File: src/rtl/core/qrs_pkg.sv
`timescale 1ns / 1ps
// ----------------------------------------------------------------------------
// qrs_pkg
// Shared widths, root class codes and the request record of the quadratic
// root solver.
// ----------------------------------------------------------------------------
package qrs_pkg;

    localparam int COEF_W    = 16;
    localparam int FRAC_BITS = 16;
    localparam int OUT_W     = 34;
    localparam int D_W       = 34;
    localparam int PROD_W    = 2 * COEF_W;
    // one result bit per square root step: D_W/2 integer bits plus fraction
    localparam int SQ_STEPS  = D_W / 2 + FRAC_BITS;
    localparam int ROOT_W    = SQ_STEPS;
    localparam int SQ_REM_W  = ROOT_W + 3;
    localparam int NUM_W     = OUT_W + 1;
    localparam int DEN_W     = COEF_W + 1;
    localparam int DIV_STEPS = OUT_W;
    localparam int Q_DEPTH   = 4;
    localparam int Q_PTR_W   = $clog2(Q_DEPTH);
    localparam int Q_CNT_W   = Q_PTR_W + 1;

    typedef enum logic [1:0] {
        CLS_DISTINCT = 2'd0,
        CLS_EQUAL    = 2'd1,
        CLS_COMPLEX  = 2'd2,
        CLS_DEGEN    = 2'd3
    } root_class_t;

    typedef struct packed {
        root_class_t              cls;
        logic signed [COEF_W-1:0] a;
        logic signed [COEF_W-1:0] b;
        logic signed [D_W-1:0]    d;
    } qrs_item_t;

endpackage

File: src/rtl/core/qrs_front.sv
`timescale 1ns / 1ps
// ----------------------------------------------------------------------------
// qrs_front
// Accepts coefficient requests, forms the discriminant in two stages and
// classifies the roots.
// ----------------------------------------------------------------------------
module qrs_front
(
    input  logic                              clk,
    input  logic                              rst_n,
    input  logic                              in_valid,
    output logic                              in_ready,
    input  logic signed [qrs_pkg::COEF_W-1:0] coef_a,
    input  logic signed [qrs_pkg::COEF_W-1:0] coef_b,
    input  logic signed [qrs_pkg::COEF_W-1:0] coef_c,
    output logic                              push,
    output qrs_pkg::qrs_item_t                push_item,
    input  logic                              q_full
);

    logic                              v1_reg;
    logic                              v1_next;
    logic signed [qrs_pkg::COEF_W-1:0] a1_reg;
    logic signed [qrs_pkg::COEF_W-1:0] b1_reg;
    logic signed [qrs_pkg::PROD_W-1:0] bb_reg;
    logic signed [qrs_pkg::PROD_W-1:0] ac_reg;
    logic                              v2_reg;
    logic                              v2_next;
    qrs_pkg::qrs_item_t                item_reg;
    qrs_pkg::qrs_item_t                item_next;
    logic                              adv;
    logic signed [qrs_pkg::D_W-1:0]    d_calc;

    assign push     = v2_reg && !q_full;
    assign adv      = !v2_reg || !q_full;
    assign in_ready = adv;
    assign v1_next  = in_valid;
    assign v2_next  = v1_reg;

    always_comb
    begin
        d_calc = qrs_pkg::D_W'(bb_reg) - (qrs_pkg::D_W'(ac_reg) <<< 2);
        item_next.a = a1_reg;
        item_next.b = b1_reg;
        item_next.d = d_calc;
        if (a1_reg == '0)
        begin
            item_next.cls = qrs_pkg::CLS_DEGEN;
        end
        else if (d_calc < 0)
        begin
            item_next.cls = qrs_pkg::CLS_COMPLEX;
        end
        else if (d_calc == '0)
        begin
            item_next.cls = qrs_pkg::CLS_EQUAL;
        end
        else
        begin
            item_next.cls = qrs_pkg::CLS_DISTINCT;
        end
    end

    assign push_item = item_reg;

    always_ff @(posedge clk or negedge rst_n)
    begin
        if (!rst_n)
        begin
            v1_reg <= 1'b0;
            v2_reg <= 1'b0;
        end
        else if (adv)
        begin
            v1_reg <= v1_next;
            v2_reg <= v2_next;
        end
    end

    always_ff @(posedge clk)
    begin
        if (adv)
        begin
            a1_reg   <= coef_a;
            b1_reg   <= coef_b;
            bb_reg   <= coef_b * coef_b;
            ac_reg   <= coef_a * coef_c;
            item_reg <= item_next;
        end
    end

endmodule

File: config.mk
export PLATFORM = sky130hd
export DESIGN_NAME = qrs_front
export DESIGN_NICKNAME = d
export VERILOG_FILES = /design/src/rtl/core/qrs_pkg.sv /design/src/rtl/core/qrs_front.sv
export SDC_FILE = /design/constraint.sdc
export NUM_CORES = 1
export LEC_CHECK = 0
export ABC_AREA = 1
export BUFFER_PORTS_ARGS = -buffer_cell sky130_fd_sc_hd__buf_2
export CAP_MARGIN = 30
export CORE_MARGIN = 1
export CORE_UTILIZATION = 45
export DETAILED_ROUTE_END_ITERATION = 8
export MAX_ROUTING_LAYER = met4
export PLACE_DENSITY = 0.63
export SYNTH_ARGS = -nofsm -noshare
export SYNTH_HDL_FRONTEND = slang
export SYNTH_SLANG_ARGS = --single-unit
File: constraint.sdc
create_clock -name clk -period 4.8 [get_ports clk]
set_input_delay 0.48 -clock clk [delete_from_list [all_inputs] [get_ports clk]]
set_output_delay 0.48 -clock clk [all_outputs]
set_load 0.1 [all_outputs]
==> run summary, run 1 <==
CRITICAL PATH
-----------------------------------------------------------------------------------------------
Cell class contributing the biggest share of worst-path delay ....................  adder cells
Delay contributed by the slowest stage of the critical path ......................      0.55 ns
Slowest stage cell, crit path .................................................... sky130_fd_sc_hd__fa_2
Data arrival time of the critical path ...........................................      5.42 ns
Depth of the most critical reg-to-reg path .......................................           15
Path type of the worst setup path ................................................ primary input to register
Element type at the critical path end ............................................     register
Bufs and invs on worst path ......................................................            7
Crit Path Max Fanout .............................................................            6
Depth of the critical timing path with buffers and inverters included ............           24
Worst setup SP type .............................................................. primary input
Worst EP required ................................................................      5.03 ns
Chain of cells forming the critical path ......................................... buf_12 -> buf_6 -> nand2_4 -> inv_2 -> fa_1 -> inv_2 -> fa_1 -> fa_2 -> inv_2 -> fa_1 -> fa_1 -> inv_2 -> fa_1 -> inv_2 -> ha_4 -> a21oi_4 -> o21ai_2 -> a31oi_2 -> nand3_2 -> nand2_2 -> nand3_2 -> nand2_1 -> nand2_1 -> xor2_1

SYNTH
-----------------------------------------------------------------------------------------------
Post-synthesis cell type with the largest combined area .......................... sky130_fd_sc_hd__fa_1
Count of flip-flops with a built-in enable after synthesis .......................          160
Cell area after technology mapping ...............................................  27,240 um^2
Sequential-to-total area share from yosys stat ...................................       17.82%
Gate count of the mapped netlist .................................................        3,176
Fraction of post-synthesis cell area in the top cell type by area ................       36.53%
Dominant cell by count in the synthesized netlist ................................ sky130_fd_sc_hd__inv_1
Most used flip-flop cell after synthesis ......................................... sky130_fd_sc_hd__edfxtp_1
Yosys warning count ..............................................................            0
Largest cells by area after synthesis ............................................ sky130_fd_sc_hd__fa_1 37%, sky130_fd_sc_hd__edfxtp_1 18%, sky130_fd_sc_hd__inv_1 13%
Share of flip-flops with an asynchronous set or reset ............................       1.235%
Mean instance size in the synthesized netlist ....................................   8.576 um^2
Register bit total from synthesis ................................................          162
Post-synth net total .............................................................        3,929
Cell variety after synth .........................................................           44
Top post-synthesis cells by count ................................................ 976 x sky130_fd_sc_hd__inv_1, 719 x sky130_fd_sc_hd__nand2_1, 497 x sky130_fd_sc_hd__fa_1, 204 x sky130_fd_sc_hd__ha_1, 160 x sky130_fd_sc_hd__edfxtp_1

CLOCK NETWORK
-----------------------------------------------------------------------------------------------
Number of clock buffers inserted by TritonCTS ....................................           17
Clock Tree Root .................................................................. sky130_fd_sc_hd__clkbuf_16
Clock tree sinks .................................................................          162
Source-to-sink clock delay at the later pin of the worst-skew pair ...............      0.49 ns
Clock H-tree levels ..............................................................            4
Clock input transition at the sequential cells of the worst setup and hold paths .      0.07 ns
Buffer depth of the longest clock path ...........................................            2
TritonCTS clock tree .............................................................        built

GRT
-----------------------------------------------------------------------------------------------
Initial antenna violation count ..................................................            0
Pin count of the biggest net entering global routing .............................           95
GR Util All Layers ...............................................................       23.01%
GR Overflow Total ................................................................            0
Wire length of the first global-routing pass .....................................   107,000 um
Vias in the first global route ...................................................       21,700

ROUTE
-----------------------------------------------------------------------------------------------
Via density ......................................................................        4.776
Routed wire length per instance ..................................................     14.49 um
DRC ..............................................................................            0
Remaining antenna violation count ................................................            0
Detailed Route WL ................................................................    64,470 um
Iteration count of the initial detailed-routing pass .............................            6
Detailed router's first-iteration violation count ................................        1,097
Vias after detailed routing ......................................................       21,240

FINISH
-----------------------------------------------------------------------------------------------
Number of flip-flops in the largest register .....................................           66
Net count, final .................................................................        4,415
Filler cell count ................................................................        5,109
Layout Area Growth over Synthesis ................................................       28.82%
Final core utilization ...........................................................       59.11%
Antenna Cells ....................................................................            0
Share of cells above drive strength 1 ............................................       28.71%
Fin cells ........................................................................        4,448
Area of the multi-input gates ....................................................  20,260 um^2
Sequential standard cell area ....................................................    4855 um^2

OUTCOME
-----------------------------------------------------------------------------------------------
Result of the run ................................................................ complete, but fails checks
Violated checks .................................................................. negative setup slack

PLACE
-----------------------------------------------------------------------------------------------
Placed Instances .................................................................        4,339
RePlAce Congestion ...............................................................       0.9279
Post-placement worst setup slack .................................................    -1.078 ns
Port Buffer Count ................................................................          120
HPWL after detailed placement ....................................................    54,280 um

TIMING
-----------------------------------------------------------------------------------------------
Part of the cycle the worst path needs ...........................................       108.2%
Final critical-path required period ..............................................     5.195 ns
Remaining max-slew budget at the tightest pin ....................................       45.46%
Pins over their slew limit .......................................................            0
Endpoints failing hold ...........................................................            0
Total setup violations reported at the end of the flow ...........................           33
RSZ-0062 raised after global routing .............................................         true
Total negative slack for setup checks ............................................    -7.818 ns
Setup slack after layout .........................................................   -0.3952 ns
Fmax .............................................................................    192.5 MHz
Final clock skew .................................................................   0.01373 ns
Tightest Pin Transition ..........................................................    0.8181 ns

FLOORPLAN
-----------------------------------------------------------------------------------------------
Core region area .................................................................  59,350 um^2
Placement row count ..............................................................           89
Number of placed I/O pins ........................................................          122
Die footprint ....................................................................  61,510 um^2
DIE HEIGHT .......................................................................     248.0 um
Horizontal die dimension .........................................................     248.0 um
Initial cell density of the core .................................................       45.89%

JOB
-----------------------------------------------------------------------------------------------
Number of max-capacitance violations reported ....................................            0

MIN PATH
-----------------------------------------------------------------------------------------------
Worst Hold Depth .................................................................            3
Path class of the lowest-slack min-delay path .................................... primary input to register

## path summary, 6_finish.rpt
kind / start / to / slack [ns]
worst max-delay path: coef_b[8] / bb_reg[27]$_DFFE_PP_ / -0.40
worst min-delay path: in_valid / v1_reg$_DFFE_PN0P_ / 0.20
worst max register to register: ac_reg[0]$_DFFE_PP_ / push_item[66]$_SDFFCE_PP1P_ / 2.03
worst min register to register: b1_reg[3]$_DFFE_PP_ / push_item[37]$_DFFE_PP_ / 0.42
max in group asynchronous: rst_n / v1_reg$_DFFE_PN0P_ / 4.41
min in group asynchronous: rst_n / v2_reg$_DFFE_PN0P_ / 0.29
## layout by cell type (no fill, tap or decap), drive strengths merged, types with 36 or more instances in the layout
master	netlist	layout
a21oi	64	64
nand2	737	737
fa	497	497
inv	983	989
buf	5	558
xnor2	36	36
edfxtp	160	160
nand3	70	70
nor2	124	124
xor2	55	55
ha	204	204
## logic make-up after synthesis
| family | after synthesis | synth area share (%) |
|---|---|---|
| xor gates and xnor gates | 91 | 2.926 |
| and+or+nand+nor | 993 | 15.16 |
| other | 1 | 0.01377 |
| adders and majority gates | 701 | 45.90 |
| buffers and inverters | 1079 | 14.90 |
| DFF | 162 | 17.82 |
| AOI/OAI and AO/OA | 149 | 3.276 |
## cell type report
class	instances	share of cell area, %
Tap cell	773	2.757
Clock inverter	13	0.4030
Timing Repair Buffer	561	13.37
Sequential cell	162	13.84
Inverter	985	10.59
Multi-Input combinational cell	1935	57.75
Clock buffer	19	1.291
## through the flow
step           cell area [um^2]  hold WS, ns
6_report                  35090       0.1952
5_1_grt                   35090       0.1925
4_1_cts                   34110       0.1698
3_5_place_dp              32040       0.2679
3_3_place_gp              32040       0.2673
2_1_floorplan             28660       0.1844
## metal layers
layer	wire length, um	vias up	GRT usage [%]
met3	2918	63	2.413
met4	1168	0	5.882
li1	-	10180	-
met5	0	-	-
met1	29310	10550	32.08
met2	31070	444	35.98
## what timing repair did
item,4_1_cts,5_1_grt
hold endpoints to repair,2,0
hold buffers,1,0
pin swaps,165,160
setup buffers,51,35
setup endpoints to repair,39,42
resized for setup,317,225
## worst register-to-register path: cells and delay by family (launching register included)
family / cells / cell delay (ns)
fa+ha+maj: 2 / 0.65
buf+inv: 1 / 0.17
flops: 1 / 0.44
simple gates: 12 / 1.40
Power of run 1 is left out: the tool's default activity adds up to more than one toggle a clock period on the data nets, which glitch-free logic cannot reach.
==> inputs of run 2 (changes only) <==
==> constraint.sdc (replaced) <==
create_clock -name clk -period 4.8 [get_ports clk]
set_input_delay 0.96 -clock clk [delete_from_list [all_inputs] [get_ports clk]]
set_output_delay 0.96 -clock clk [all_outputs]
set_load 0.1 [all_outputs]
==> run summary, run 2 (synthesis results as in run 1) <==
ROUTE
-----------------------------------------------------------------------------------------------
Detailed Route WL ................................................................    67,110 um   was 64,470 um
DRC ..............................................................................            0   unchanged
Vias after detailed routing ......................................................       21,110   was 21,240
Routed wire length per instance ..................................................     15.05 um   was 14.49 um
Iteration count of the initial detailed-routing pass .............................            5   was 6
Remaining antenna violation count ................................................            0   unchanged
Via density ......................................................................        4.736   was 4.776
Detailed router's first-iteration violation count ................................        1,238   was 1,097

CRITICAL PATH
-----------------------------------------------------------------------------------------------
Worst EP required ................................................................      5.03 ns   about the same
First element of the critical path ...............................................   coef_b[15]   was coef_b[8]
Crit Path Max Fanout .............................................................            4   was 6
Slowest stage cell, crit path .................................................... sky130_fd_sc_hd__fa_2   unchanged
Data arrival time of the critical path ...........................................      5.98 ns   was 5.42 ns
Depth of the most critical reg-to-reg path .......................................           15   unchanged
Delay contributed by the slowest stage of the critical path ......................      0.64 ns   was 0.55 ns
Beginning of the worst register-to-register path ................................. ac_reg[0]$_DFFE_PP_   unchanged
Worst setup SP type .............................................................. primary input   unchanged
Most repeated library cell on the critical path .................................. sky130_fd_sc_hd__fa_1
Element type at the critical path end ............................................     register   unchanged
Path type of the worst setup path ................................................ primary input to register   unchanged

TIMING
-----------------------------------------------------------------------------------------------
Final critical-path required period ..............................................     5.744 ns   was 5.195 ns
Final clock skew .................................................................   0.01543 ns   was 0.01373 ns
Tightest Pin Transition ..........................................................    0.7260 ns   was 0.8181 ns
Setup slack after layout .........................................................   -0.9439 ns   was -0.3952 ns
Fmax .............................................................................    174.1 MHz   was 192.5 MHz
Pins over their slew limit .......................................................            0   unchanged
Worst hold-check slack ...........................................................    0.2639 ns   was 0.1952 ns
RSZ-0062 raised after global routing .............................................         true   unchanged
Part of the cycle the worst path needs ...........................................       119.7%   was 108.2%
Endpoints failing hold ...........................................................            0   unchanged
Remaining max-slew budget at the tightest pin ....................................       51.60%   was 45.46%
Total setup violations reported at the end of the flow ...........................           45   was 33
Total negative slack for setup checks ............................................    -30.53 ns   was -7.818 ns

GRT
-----------------------------------------------------------------------------------------------
Wire length of the first global-routing pass .....................................   110,800 um   was 107,000 um
Initial antenna violation count ..................................................            0   unchanged
Vias in the first global route ...................................................       22,040   was 21,700
GR Util All Layers ...............................................................       23.77%   was 23.01%
GR Overflow Total ................................................................            0   unchanged
Pin count of the biggest net entering global routing .............................           55   was 95

CLOCK NETWORK
-----------------------------------------------------------------------------------------------
Total of hold buffers inserted after clock tree synthesis ........................            0   was 1
Source-to-sink clock delay at the later pin of the worst-skew pair ...............      0.48 ns   was 0.49 ns
Clock H-tree levels ..............................................................            4   unchanged
Clock input transition at the sequential cells of the worst setup and hold paths .      0.07 ns   about the same
TritonCTS clock tree .............................................................        built   unchanged
Buffer depth of the longest clock path ...........................................            2   unchanged
Number of clock buffers inserted by TritonCTS ....................................           17   unchanged
Clock tree sinks .................................................................          162   unchanged
Clock Tree Root .................................................................. sky130_fd_sc_hd__clkbuf_16   unchanged

JOB
-----------------------------------------------------------------------------------------------
Number of max-capacitance violations reported ....................................            0   unchanged

FINISH
-----------------------------------------------------------------------------------------------
Layout Area Growth over Synthesis ................................................       29.92%   was 28.82%
Share of cells above drive strength 1 ............................................       28.58%   was 28.71%
Post-layout instance area ........................................................  35,390 um^2   was 35,090 um^2
Leading cell type in the layout, fill and taps excluded .......................... sky130_fd_sc_hd__inv_1   unchanged
Filler cell count ................................................................        5,071   was 5,109
Fin cells ........................................................................        4,458   was 4,448
Sequential standard cell area ....................................................    4855 um^2   unchanged
Net count, final .................................................................        4,425   was 4,415
Highest-count cells in the layout ignoring fill and taps ......................... 894 x sky130_fd_sc_hd__inv_1, 629 x sky130_fd_sc_hd__nand2_1, 459 x sky130_fd_sc_hd__fa_1   was 885 x sky130_fd_sc_hd__inv_1, 617 x sky130_fd_sc_hd__nand2_1, 458 x sky130_fd_sc_hd__fa_1
Number of flip-flops in the largest register .....................................           66   unchanged
Antenna Cells ....................................................................            0   unchanged
Area of the multi-input gates ....................................................  20,370 um^2   was 20,260 um^2

FLOORPLAN
-----------------------------------------------------------------------------------------------
Core region area .................................................................  59,350 um^2   unchanged
Number of placed I/O pins ........................................................          122   unchanged
Initial cell density of the core .................................................       45.89%   unchanged
Die footprint ....................................................................  61,510 um^2   unchanged
Placement row count ..............................................................           89   unchanged
Horizontal die dimension .........................................................     248.0 um   unchanged
DIE HEIGHT .......................................................................     248.0 um   unchanged

PLACE
-----------------------------------------------------------------------------------------------
Total cell area at the placement stage ...........................................  32,160 um^2   was 32,040 um^2
Placed Instances .................................................................        4,340   was 4,339
Port Buffer Count ................................................................          120   unchanged
RePlAce Congestion ...............................................................       0.9297   was 0.9279
HPWL after detailed placement ....................................................    55,320 um   was 54,280 um

OUTCOME
-----------------------------------------------------------------------------------------------
Violated checks .................................................................. negative setup slack   unchanged
Result of the run ................................................................ complete, but fails checks   unchanged

MIN PATH
-----------------------------------------------------------------------------------------------
Path class of the lowest-slack min-delay path .................................... primary input to async pin   was primary input to register

## run 2: through the flow
step	setup slack (ns)	util [%]
2_1_floorplan	-1.166	-
3_3_place_gp	-1.503	54.19
3_5_place_dp	-1.552	54.19
4_1_cts	-0.8941	58.07
5_1_grt	-1.142	59.62
6_report	-0.9439	59.62
## run 2: final cells by class
type                            count  share of cell area (%)
Inverter                          985                   10.49
Tap cell                          773                   2.733
Clock buffer                       17                   1.202
Sequential cell                   162                   13.72
Multi-Input combinational cell   1935                   57.57
Timing Repair Buffer              571                   13.81
Clock inverter                     15                  0.4809
## run 2: worst paths after layout
| check | slack (ns) | to |
|---|---|---|
| setup / recovery | -0.94 | bb_reg[27]$_DFFE_PP_ |
| hold / removal | 0.26 | v2_reg$_DFFE_PN0P_ |
| setup reg to reg | 1.97 | push_item[66]$_SDFFCE_PP1P_ |
| hold reg to reg | 0.41 | push_item[45]$_DFFE_PP_ |
| max in group asynchronous | 4.44 | v1_reg$_DFFE_PN0P_ |
| min in group clk | 0.41 | push_item[45]$_DFFE_PP_ |
## run 2: worst max-delay path, delay by kind of cell
family	cells	cell delay, ns
simple gates	7	0.59
buf+inv	9	0.73
xor+xnor	1	0.13
fa+ha+maj	7	3.20
compound gates	2	0.37
## run 2: metal layers
metal | global-route usage (%) | part of all wire [%] | wire (um)
met5 | - | 0 | 0
met1 | 32.17 | 45 | 29900
met3 | 2.338 | 4.2 | 2837
met4 | 5.558 | 1.7 | 1172
met2 | 38.64 | 49 | 33200
## run 2: what timing repair did
action | in CTS | in global routing
gates resized for setup | 370 | 163
buffers inserted | 55 | 45
cloned | 1 | 3
pin swaps | 166 | 154
hold endpoints to repair | 0 | 0
endpoints found under the setup margin | 45 | 46
Power of run 2 is left out for the same reason.
