`config.mk`:
```
export PLATFORM = sky130hd
export DESIGN_NAME = qrs_queue
export DESIGN_NICKNAME = d
export VERILOG_FILES = /design/src/rtl/core/qrs_pkg.sv /design/src/rtl/core/qrs_queue.sv
export SDC_FILE = /design/constraint.sdc
export NUM_CORES = 1
export LEC_CHECK = 0
export BUFFER_PORTS_ARGS = -buffer_cell sky130_fd_sc_hd__buf_2
export CAP_MARGIN = 10
export CORE_UTILIZATION = 60
export DETAILED_ROUTE_END_ITERATION = 6
export GPL_TIMING_DRIVEN = 0
export PLACE_DENSITY = 0.83
export SLEW_MARGIN = 20
export SYNTH_ARGS = -nofsm -noshare
export SYNTH_HDL_FRONTEND = slang
export SYNTH_SLANG_ARGS = --single-unit
```
`constraint.sdc`:
```
create_clock -name clk -period 3.87 [get_ports clk]
set_input_delay 0.774 -clock clk [delete_from_list [all_inputs] [get_ports clk]]
set_output_delay 0.774 -clock clk [all_outputs]
set_load 0.05 [all_outputs]
```
`src/rtl/core/qrs_pkg.sv`:
```
`timescale 1ns / 1ps
// ----------------------------------------------------------------------------
// qrs_pkg
// Shared widths, root class codes and the request record of the quadratic
// root solver.
// ----------------------------------------------------------------------------
package qrs_pkg;

    localparam int COEF_W    = 16;
    localparam int FRAC_BITS = 16;
    localparam int OUT_W     = 34;
    localparam int D_W       = 34;
    localparam int PROD_W    = 2 * COEF_W;
    // one result bit per square root step: D_W/2 integer bits plus fraction
    localparam int SQ_STEPS  = D_W / 2 + FRAC_BITS;
    localparam int ROOT_W    = SQ_STEPS;
    localparam int SQ_REM_W  = ROOT_W + 3;
    localparam int NUM_W     = OUT_W + 1;
    localparam int DEN_W     = COEF_W + 1;
    localparam int DIV_STEPS = OUT_W;
    localparam int Q_DEPTH   = 4;
    localparam int Q_PTR_W   = $clog2(Q_DEPTH);
    localparam int Q_CNT_W   = Q_PTR_W + 1;

    typedef enum logic [1:0] {
        CLS_DISTINCT = 2'd0,
        CLS_EQUAL    = 2'd1,
        CLS_COMPLEX  = 2'd2,
        CLS_DEGEN    = 2'd3
    } root_class_t;

    typedef struct packed {
        root_class_t              cls;
        logic signed [COEF_W-1:0] a;
        logic signed [COEF_W-1:0] b;
        logic signed [D_W-1:0]    d;
    } qrs_item_t;

endpackage

```
`src/rtl/core/qrs_queue.sv`:
```
`timescale 1ns / 1ps
// ----------------------------------------------------------------------------
// qrs_queue
// Small FIFO of classified requests between the front and back parts.
// ----------------------------------------------------------------------------
module qrs_queue
(
    input  logic               clk,
    input  logic               rst_n,
    input  logic               push,
    input  qrs_pkg::qrs_item_t push_item,
    output logic               full,
    input  logic               pop,
    output logic               empty,
    output qrs_pkg::qrs_item_t pop_item
);

    qrs_pkg::qrs_item_t                mem_reg [0:qrs_pkg::Q_DEPTH-1];
    logic [qrs_pkg::Q_PTR_W-1:0]       wr_ptr_reg;
    logic [qrs_pkg::Q_PTR_W-1:0]       wr_ptr_next;
    logic [qrs_pkg::Q_PTR_W-1:0]       rd_ptr_reg;
    logic [qrs_pkg::Q_PTR_W-1:0]       rd_ptr_next;
    logic [qrs_pkg::Q_CNT_W-1:0]       cnt_reg;
    logic [qrs_pkg::Q_CNT_W-1:0]       cnt_next;
    logic                              do_pop;

    assign full     = cnt_reg == qrs_pkg::Q_CNT_W'(qrs_pkg::Q_DEPTH);
    assign empty    = cnt_reg == '0;
    assign do_pop   = pop && !empty;
    assign pop_item = mem_reg[rd_ptr_reg];

    always_comb
    begin
        wr_ptr_next = push ? wr_ptr_reg + 1'b1 : wr_ptr_reg;
        rd_ptr_next = do_pop ? rd_ptr_reg + 1'b1 : rd_ptr_reg;
        cnt_next    = cnt_reg;
        if (push && !do_pop)
        begin
            cnt_next = cnt_reg + 1'b1;
        end
        else if (do_pop && !push)
        begin
            cnt_next = cnt_reg - 1'b1;
        end
    end

    always_ff @(posedge clk or negedge rst_n)
    begin
        if (!rst_n)
        begin
            wr_ptr_reg <= '0;
            rd_ptr_reg <= '0;
            cnt_reg    <= '0;
        end
        else
        begin
            wr_ptr_reg <= wr_ptr_next;
            rd_ptr_reg <= rd_ptr_next;
            cnt_reg    <= cnt_next;
        end
    end

    always_ff @(posedge clk)
    begin
        if (push)
        begin
            mem_reg[wr_ptr_reg] <= push_item;
        end
    end

endmodule

```
==> flow_summary.ini, run 1 <==
[die]
core-area_mm2 = 0.01664
die_w_um = 133.0
dieArea_mm2 = 0.01768
ios = 142
chipHeight_um = 133.0
rows = 47
start_util = 0.6183

[routing]
initialDrtViolationCount = 318
dr_total_vias = 4570
routed_wl_um = 17420
viasPerCell = 5.705
drc_errors = 0
drt_first_pass_iters = 4
routedWlPerCell_um = 21.75
ant_nets = 0

[finish]
final_common_cell = edfxtp_1
largest_register_ff_count = 272
syn_to_final_growth_pct = 17.68
layout-drive-gt1-share = 0.4561
mostFrequentLayoutCells = edfxtp_1 (272), buf_2 (148), mux4_2 (68)
antennaDiodeCount = 0
final_nets = 643
n_fill_cell = 922
multi_input_area_mm2 = 0.001748
regArea_mm2 = 0.008343

[worst_setup_path]
path_cells = buf_2, buf_2, buf_4, mux4_2, buf_2
worstPathArrival_ns = 2.10
worstSetupStartpointType = flop
worstPathMaxFanout = 10
critPathKind = flop to primary output
cp.required_ns = 3.10
end_kind = primary output
slowest_delay_ns = 0.33
critPathSlowestCell = mux4_2
cpMostUsedCell = buf_2
reg2regPathDepth = 8

[synth]
ys_types = 20
synth.yosys.seq_area_share = 0.8108
synth_area_per_cell_um2 = 26.32
synthCells = 391
synthesis.nets = 469
yosys.area.top_type = edfxtp_1
synth_area_mm2 = 0.01029
ys_warn_count = 0
synth-seq-cells = 279
netlist.area_leader.share = 0.7938
yosys-top-cells-area = edfxtp_1 (79%), mux4_2 (15%), dfrtp_1 (1.7%)

[place]
dp_slack_ns = 1.494
place_congestion = 0.7230
numPortBuffers = 141
place_hpwl_um = 10600

[clock_network]
cts-root-buf = clkbuf_16
cts_tree = yes
clock_sinks = 279
htree_num_levels = 1
clock_latency_ns = 0.51
cts_buffer_depth = 3
cts_setup_buffers = 0
cts_resized = 0
numCtsBuffers = 27
clk_pin_slew_worst_paths_ns = 0.06
ctsHoldBuffers = 0

[global_route]
antenna_found_initial = 0
grt_pass1_vias = 4976
grt_use_total = 0.2063
grt_pass1_wl_um = 27250
gr-total-overflow = 0
grt_max_degree = 46

[sta]
tns_ns = 0
worst_slack_ns = 0.9984
period_share = 0.7420
slew_violations = 0
clock_skew_ns = 0.005894
rsz0062_at_grt = no
worstMarginPinSlew_ns = 0.7234
hold_viol = 0
period_minus_slack_ns = 2.872
setup_violations = 0
fmax_mhz = 348.2
max-slew-margin-rel = 0.5178

[hold_path]
holdCritPathClass = primary input to asynchronous set/reset pin

[power]
p_per_area_mw_per_mm2 = 876.7
p_comb_frac = 0.402
p_clk_frac = 0.212
swShare = 0.3790
seqPwrFrac = 0.386
max-vdd-ir-drop_mv = 0.7336
switching_power_mw = 4.023
power.leakage_nw = 4.199
p_int_mw = 6.593

[status]
status = finished, final reports clean

[job]
maxCapViolations = 0
## power by group through the flow
stage	logic (mW)	clock network [mW]	registers (mW)
6_report	4.27	2.25	4.10
5_1_grt	4.47	2.41	4.14
4_1_cts	4.34	2.30	4.10
3_5_place_dp	4.31	0	4.16
3_3_place_gp	4.21	0	4.18
2_1_floorplan	3.39	0	4.13
## area by class of cell
class,instances,share of cell area
plain buffers,16,0.01602
clock buffers,34,0.05797
clock inverters,11,0.003823
inverters,4,0.001240
multi-input cells,92,0.1443
flip-flops and latches,279,0.6890
well taps,220,0.02273
repair buffers,145,0.06489
## Yosys cell counts, drive strengths merged
library cell	n
dfrtp	7
ha	5
mux4	68
nand2	2
xor2	3
o21ai	1
fa	1
inv	4
xnor2	3
edfxtp	272
nor3b	1
nand3	1
mux2	1
buf	16
and2	4
or3	1
nor2	1
## metrics by stage
| step | cells | total power [mW] | utilization | hold slack [ns] | instance area [um2] |
|---|---|---|---|---|---|
| 2_1_floorplan | 391 | 7.529 | - | 0.4471 | 10290 |
| 3_3_place_gp | 752 | 8.389 | 0.6772 | 0.4639 | 11270 |
| 3_5_place_dp | 756 | 8.470 | 0.6827 | 0.4722 | 11360 |
| 4_1_cts | 801 | 10.74 | 0.7276 | 0.07088 | 12110 |
| 5_1_grt | 801 | 11.03 | 0.7276 | 0.07255 | 12110 |
| 6_report | 801 | 10.62 | 0.7276 | 0.08609 | 12110 |
## worst paths after layout
| check | from | endpoint | slack (ns) |
|---|---|---|---|
| min in group clk | push_item[5] | mem_reg[1][5] | 0.48 |
| max reg2reg | cnt_reg[0] | cnt_reg[2] | 1.70 |
| max in group asynchronous | rst_n | wr_ptr_reg[1] | 3.62 |
| min | rst_n | cnt_reg[0] | 0.09 |
| min reg2reg | cnt_reg[2] | cnt_reg[2] | 0.48 |
| max | rd_ptr_reg[1] | pop_item[35] | 1.0 |
## metal layers
metal  part of all wire  up-vias  track usage
li1                   -     2011            -
met1               0.39     2374       0.2657
met5                  0        -            0
met4              0.020        0      0.05683
met3              0.070       28      0.04636
met2               0.52      157       0.3569
## cells by family (layout without fill, tap and decap cells)
group                      count (synthesis)  in the layout  synth area share
AOI/OAI and AO/OA                          1              1         0.0004859
adders and majority gates                  6              6          0.008025
buffers and inverters                     20            210           0.02031
muxes                                     69             69            0.1499
DFF                                      279            279            0.8108
xor gates and xnor gates                   6              6          0.005108
and+or+nand+nor                           10             10          0.005350
## worst max-delay path, delay by kind of cell (launching register included)
kind | cells | cell delay, ns
buf+inv | 4 | 0.94
mux | 1 | 0.33
flops | 1 | 0.32
No activity file was read; power rests on OpenSTA's default activity.
==> run 2: changes to the inputs <==
Settings changed: CORE_UTILIZATION 60 to 51, PLACE_DENSITY 0.83 to 0.75.
Clock period 3.87 ns to 2.4 ns, I/O delays scaled along.
==> flow_summary.ini, run 2 (synthesis results as in run 1) <==
[clock_network]
cts-root-buf = clkbuf_16
htree_num_levels = 1
clock_sinks = 279
cts_buffer_depth = 3
clk_pin_slew_worst_paths_ns = 0.06
numCtsBuffers = 28
cts_tree = yes
clock_latency_ns = 0.53

[worst_setup_path]
cp.required_ns = 1.92
critPathSlowestCell = mux4_2
crit_family = multiplexers
cp_num_buf_inv = 3
cpMostUsedCell = buf_12
critPathKind = flop to primary output
worstPathMaxFanout = 10
path_cells = buf_12, buf_12, mux4_2, buf_6
worstSetupStartpointType = flop
slowest_delay_ns = 0.53
end_kind = primary output
worstPathArrival_ns = 1.93
r2r_slack_ns = 0.22

[die]
start_util = 0.5253
chipHeight_um = 144.0
die_w_um = 144.0
ios = 142
core-area_mm2 = 0.01959
rows = 51
dieArea_mm2 = 0.02075

[finish]
n_fill_cell = 1313
layout-drive-gt1-share = 0.4542
final_common_cell = edfxtp_1
multi_input_area_mm2 = 0.001748
final_nets = 646
mostFrequentLayoutCells = edfxtp_1 (272), buf_2 (79), buf_6 (69)
largest_register_ff_count = 272
regArea_mm2 = 0.008343
final_core_util = 0.6514
syn_to_final_growth_pct = 24.02

[place]
place_hpwl_um = 10840
numPortBuffers = 141
place_congestion = 0.7471
dp_slack_ns = 0.1924

[sta]
worst_slack_ns = -0.007063
slew_violations = 0
fmax_mhz = 415.4
rsz0062_at_grt = yes
setup_violations = 12
clock_skew_ns = 0.009733
hold_viol = 0
worstMarginPinSlew_ns = 0.4222
period_minus_slack_ns = 2.407
period_share = 1.003
max-slew-margin-rel = 0.7185

[power]
max-vdd-ir-drop_mv = 1.158
p_per_area_mw_per_mm2 = 1463
power.leakage_nw = 4.415

[routing]
viasPerCell = 5.368
initialDrtViolationCount = 195
routed_wl_um = 17840
drc_errors = 0
routedWlPerCell_um = 20.84
ant_nets = 0
drt_first_pass_iters = 4
dr_total_vias = 4595

[global_route]
gr-total-overflow = 0
grt_pass1_wl_um = 27560
grt_use_total = 0.1799
grt_pass1_vias = 5014
grt_max_degree = 47
antenna_found_initial = 1

[status]
violations = setup timing
status = finished, violations left

[job]
maxCapViolations = 0

[hold_path]
holdCritPathClass = primary input to flop
-- run 2: power breakdown --
part | internal (mW) | total, mW | switching (mW)
logic | 3.21 | 8.09 | 4.89
clock network | 2.31 | 3.98 | 1.67
registers | 6.37 | 6.59 | 0.218
total | 11.9 | 18.7 | 6.78
-- run 2: repair_timing --
action,4_1_cts,5_1_grt
gates resized for setup,142,0
setup endpoints to repair,68,68
buffers inserted,1,0
hold buffers,1,0
hold endpoints to repair,7,0
-- run 2: final cells by class --
class / instances / area share
inverters: 4 / 0.001177
multi-input cells: 92 / 0.1370
well taps: 265 / 0.02598
diodes: 1 / 0.0001961
clock inverters: 14 / 0.006765
plain buffers: 16 / 0.01696
flip-flops and latches: 279 / 0.6538
clock buffers: 38 / 0.05952
repair buffers: 147 / 0.09864
-- run 2: worst reg2reg max path, stage by stage (launching register included) --
cell and delay, ns:
dfrtp_1 0.43, or3_1 0.43, nand2_1 0.12, ha_1 0.19
inv_1 0.06, fa_1 0.39, xor2_1 0.17, nor2_1 0.13
xor2_1 0.18
-- run 2: path summary, 6_finish.rpt --
check	cells after the start	start	end
min in group asynchronous	2	rst_n	cnt_reg[2]
max in group asynchronous	2	rst_n	cnt_reg[0]
worst max-delay path	4	rd_ptr_reg[0]	pop_item[43]
worst min register to register	1	cnt_reg[2]	cnt_reg[2]
worst max register to register	8	cnt_reg[0]	cnt_reg[2]
worst min-delay path	1	push_item[10]	mem_reg[3][10]
-- run 2: per-layer routing --
layer / track usage / share of wire / up-vias
li1: - / - / 2030
met1: 0.2219 / 0.39 / 2386
met2: 0.3143 / 0.51 / 155
met3: 0.04735 / 0.077 / 24
met4: 0.04983 / 0.021 / 0
met5: 0 / 0 / -
-- run 2: through the flow --
stage | total power [mW] | instances | hold WS (ns) | area (um2) | setup TNS, ns
5_1_grt | 19.41 | 855 | 0.1370 | 12760 | -4.931
3_3_place_gp | 13.54 | 797 | 0.3133 | 11330 | -54.94
3_5_place_dp | 13.75 | 801 | 0.3203 | 11450 | 0
4_1_cts | 18.90 | 855 | 0.1372 | 12760 | -2.228
6_report | 18.66 | 856 | 0.1610 | 12760 | -0.05197
2_1_floorplan | 12.11 | 391 | 0.1844 | 10290 | 0
==> run 3: changes to the inputs <==
Settings changed: ABC_AREA set to 1, CORE_UTILIZATION 51 to 52, PLACE_DENSITY 0.75 to 0.76.
==> flow_summary.ini, run 3 <==
[status]
status = finished, final reports clean

[synth]
yosys_most_used_dff = edfxtp_1
synth-seq-cells = 279
synthesis.nets = 928
yosys.area.top_type = edfxtp_1
ys_top_cells_by_count = edfxtp_1 (272), nand2_1 (224), inv_1 (148)
yosysMostFrequentCell = edfxtp_1
ys_async_sr_fraction = 0.02509
synth_edf_count = 272
netlist.area_leader.share = 0.7182
synth.yosys.seq_area_share = 0.7336
ys_warn_count = 0
synth_area_mm2 = 0.01137
synth_area_per_cell_um2 = 13.38
yosys-top-cells-area = edfxtp_1 (72%), o211ai_1 (9.0%), nand2_1 (7.4%)
synthCells = 850
ys_types = 21

[die]
chipHeight_um = 149.9
start_util = 0.5360
die_w_um = 149.9
core-area_mm2 = 0.02122
ios = 142
rows = 53
dieArea_mm2 = 0.02247

[finish]
fin_area_mm2 = 0.01393
largest_register_ff_count = 272
layout-drive-gt1-share = 0.2317
final_nets = 1110
mostFrequentLayoutCells = edfxtp_1 (272), nand2_1 (222), inv_1 (144)
antennaDiodeCount = 0
syn_to_final_growth_pct = 22.45
final_common_cell = edfxtp_1

[clock_network]
numCtsBuffers = 28
cts_buffer_depth = 3
clock_sinks = 279
cts-root-buf = clkbuf_16
clk_pin_slew_worst_paths_ns = 0.06
cts_tree = yes
htree_num_levels = 1
clock_latency_ns = 0.53

[routing]
ant_nets = 0
drc_errors = 0
viasPerCell = 5.164
routedWlPerCell_um = 17.41
drt_first_pass_iters = 5
initialDrtViolationCount = 451
dr_total_vias = 6858
routed_wl_um = 23120

[worst_setup_path]
cp.required_ns = 1.92
end_kind = primary output
crit_family = buffers and inverters
worstSetupStartpointType = flop
critPathSlowestCell = dfrtp_1
cp_num_buf_inv = 4
path_cells = inv_4, buf_12, clkbuf_8, nand2_1, o211ai_1, nand2_1, buf_4
reg2regPathDepth = 6
cpMostUsedCell = nand2_1
slowest_delay_ns = 0.40
path_depth = 7
setup.worst_path.start = rd_ptr_reg[0]
worstPathMaxFanout = 10
critPathKind = flop to primary output
worstPathArrival_ns = 1.88
r2r-start = wr_ptr_reg[0]

[hold_path]
hold_depth = 1
holdCritPathClass = primary input to flop
min_from = push_item[39]

[place]
numPortBuffers = 141
dpl_cell_area_mm2 = 0.01260
place_hpwl_um = 14150
place_congestion = 0.7197

[sta]
tns_ns = 0
fmax_mhz = 423.4
worstMarginPinSlew_ns = 0.6171
max-slew-margin-rel = 0.5878
period_minus_slack_ns = 2.362
rsz0062_at_grt = yes
period_share = 0.9841
hold_viol = 0
slew_violations = 0
setup_violations = 0
clock_skew_ns = 0.004792
holdWs_ns = 0.1567

[global_route]
gr-total-overflow = 0
grt_pass1_vias = 6880
antenna_found_initial = 1
grt_max_degree = 30
grt_pass1_wl_um = 35110
grt_use_total = 0.2082

[power]
p_per_area_mw_per_mm2 = 1495
power_mw = 20.82
power.leakage_nw = 5.686
max-vdd-ir-drop_mv = 1.354

[job]
maxCapViolations = 0
## run 3: cell types whose count changed after synthesis, sizes merged, moves of 4 or more
cell and change:
mux4 -68, nand2 +222, and2 -4, buf +20
clkbuf +10, inv +146, o211ai +136
## run 3: routing by layer
layer | up-vias | track usage | wire length [um]
met3 | 48 | 0.04085 | 1770
li1 | 3321 | - | -
met2 | 264 | 0.3669 | 11430
met5 | - | 0 | 11
met4 | 2 | 0.06313 | 551
met1 | 3223 | 0.2590 | 9358
## run 3: cell type report
| type | instances | area [um2] |
|---|---|---|
| Fill cell | 1472 | 7293 |
| Clock buffer | 33 | 740.7 |
| Sequential cell | 279 | 8343 |
| Timing Repair Buffer | 152 | 1180 |
| Tap cell | 275 | 344.1 |
| Multi-Input combinational cell | 375 | 2002 |
| Clock inverter | 18 | 186.4 |
| Inverter | 150 | 585.6 |
| Buffer | 46 | 545.5 |
## run 3: timing repair
action	CTS	global route
endpoints found under the setup margin	48	68
pin swaps	0	4
setup buffers	0	1
gates cloned	0	1
endpoints found under the hold margin	7	0
gates resized for setup	65	67
hold buffers	1	0
## run 3: cells by family (layout without fill, tap and decap cells)
| kind of cell | Yosys count | in the layout | share of synthesized area |
|---|---|---|---|
| AO/OA/AOI/OAI | 137 | 137 | 0.09021 |
| XOR/XNOR | 2 | 2 | 0.001540 |
| adder cells (fa/ha/maj) | 6 | 6 | 0.007261 |
| buffers and inverters | 196 | 399 | 0.09087 |
| flip-flops | 279 | 279 | 0.7336 |
| AND/OR/NAND/NOR | 230 | 230 | 0.07657 |
## run 3: power breakdown
part	total [mW]	switching, mW	internal [mW]	leakage [nW]
logic	9.91	6.70	3.21	2.65
registers	6.60	0.226	6.37	2.58
clock network	4.32	1.70	2.62	0.449
total	20.8	8.62	12.2	5.69
## run 3: worst register-to-register path: stages (launching register included)
cell	delay, ns
dfrtp_1	0.41
inv_1	0.08
ha_1	0.19
nand2_1	0.10
clkinvlp_4	0.51
buf_12	0.39
buf_12	0.19
## run 3: final timing paths
check | endpoint | slack [ns]
setup / recovery | pop_item[29] | 0.04
hold / removal | mem_reg[1][39] | 0.16
setup reg to reg | mem_reg[2][30] | 0.26
hold reg to reg | cnt_reg[2] | 0.48
max in group asynchronous | rd_ptr_reg[1] | 1.92
min in group asynchronous | cnt_reg[2] | 0.32
## run 3: through the flow
step | cells | worst slack, ns | util
after floorplan | 850 | 0.2763 | -
after global placement | 1266 | -0.7119 | 0.5861
after detailed placement | 1274 | 0.08994 | 0.5937
after CTS | 1326 | -0.04215 | 0.6466
after global routing | 1328 | -0.04117 | 0.6563
final | 1328 | 0.03804 | 0.6563
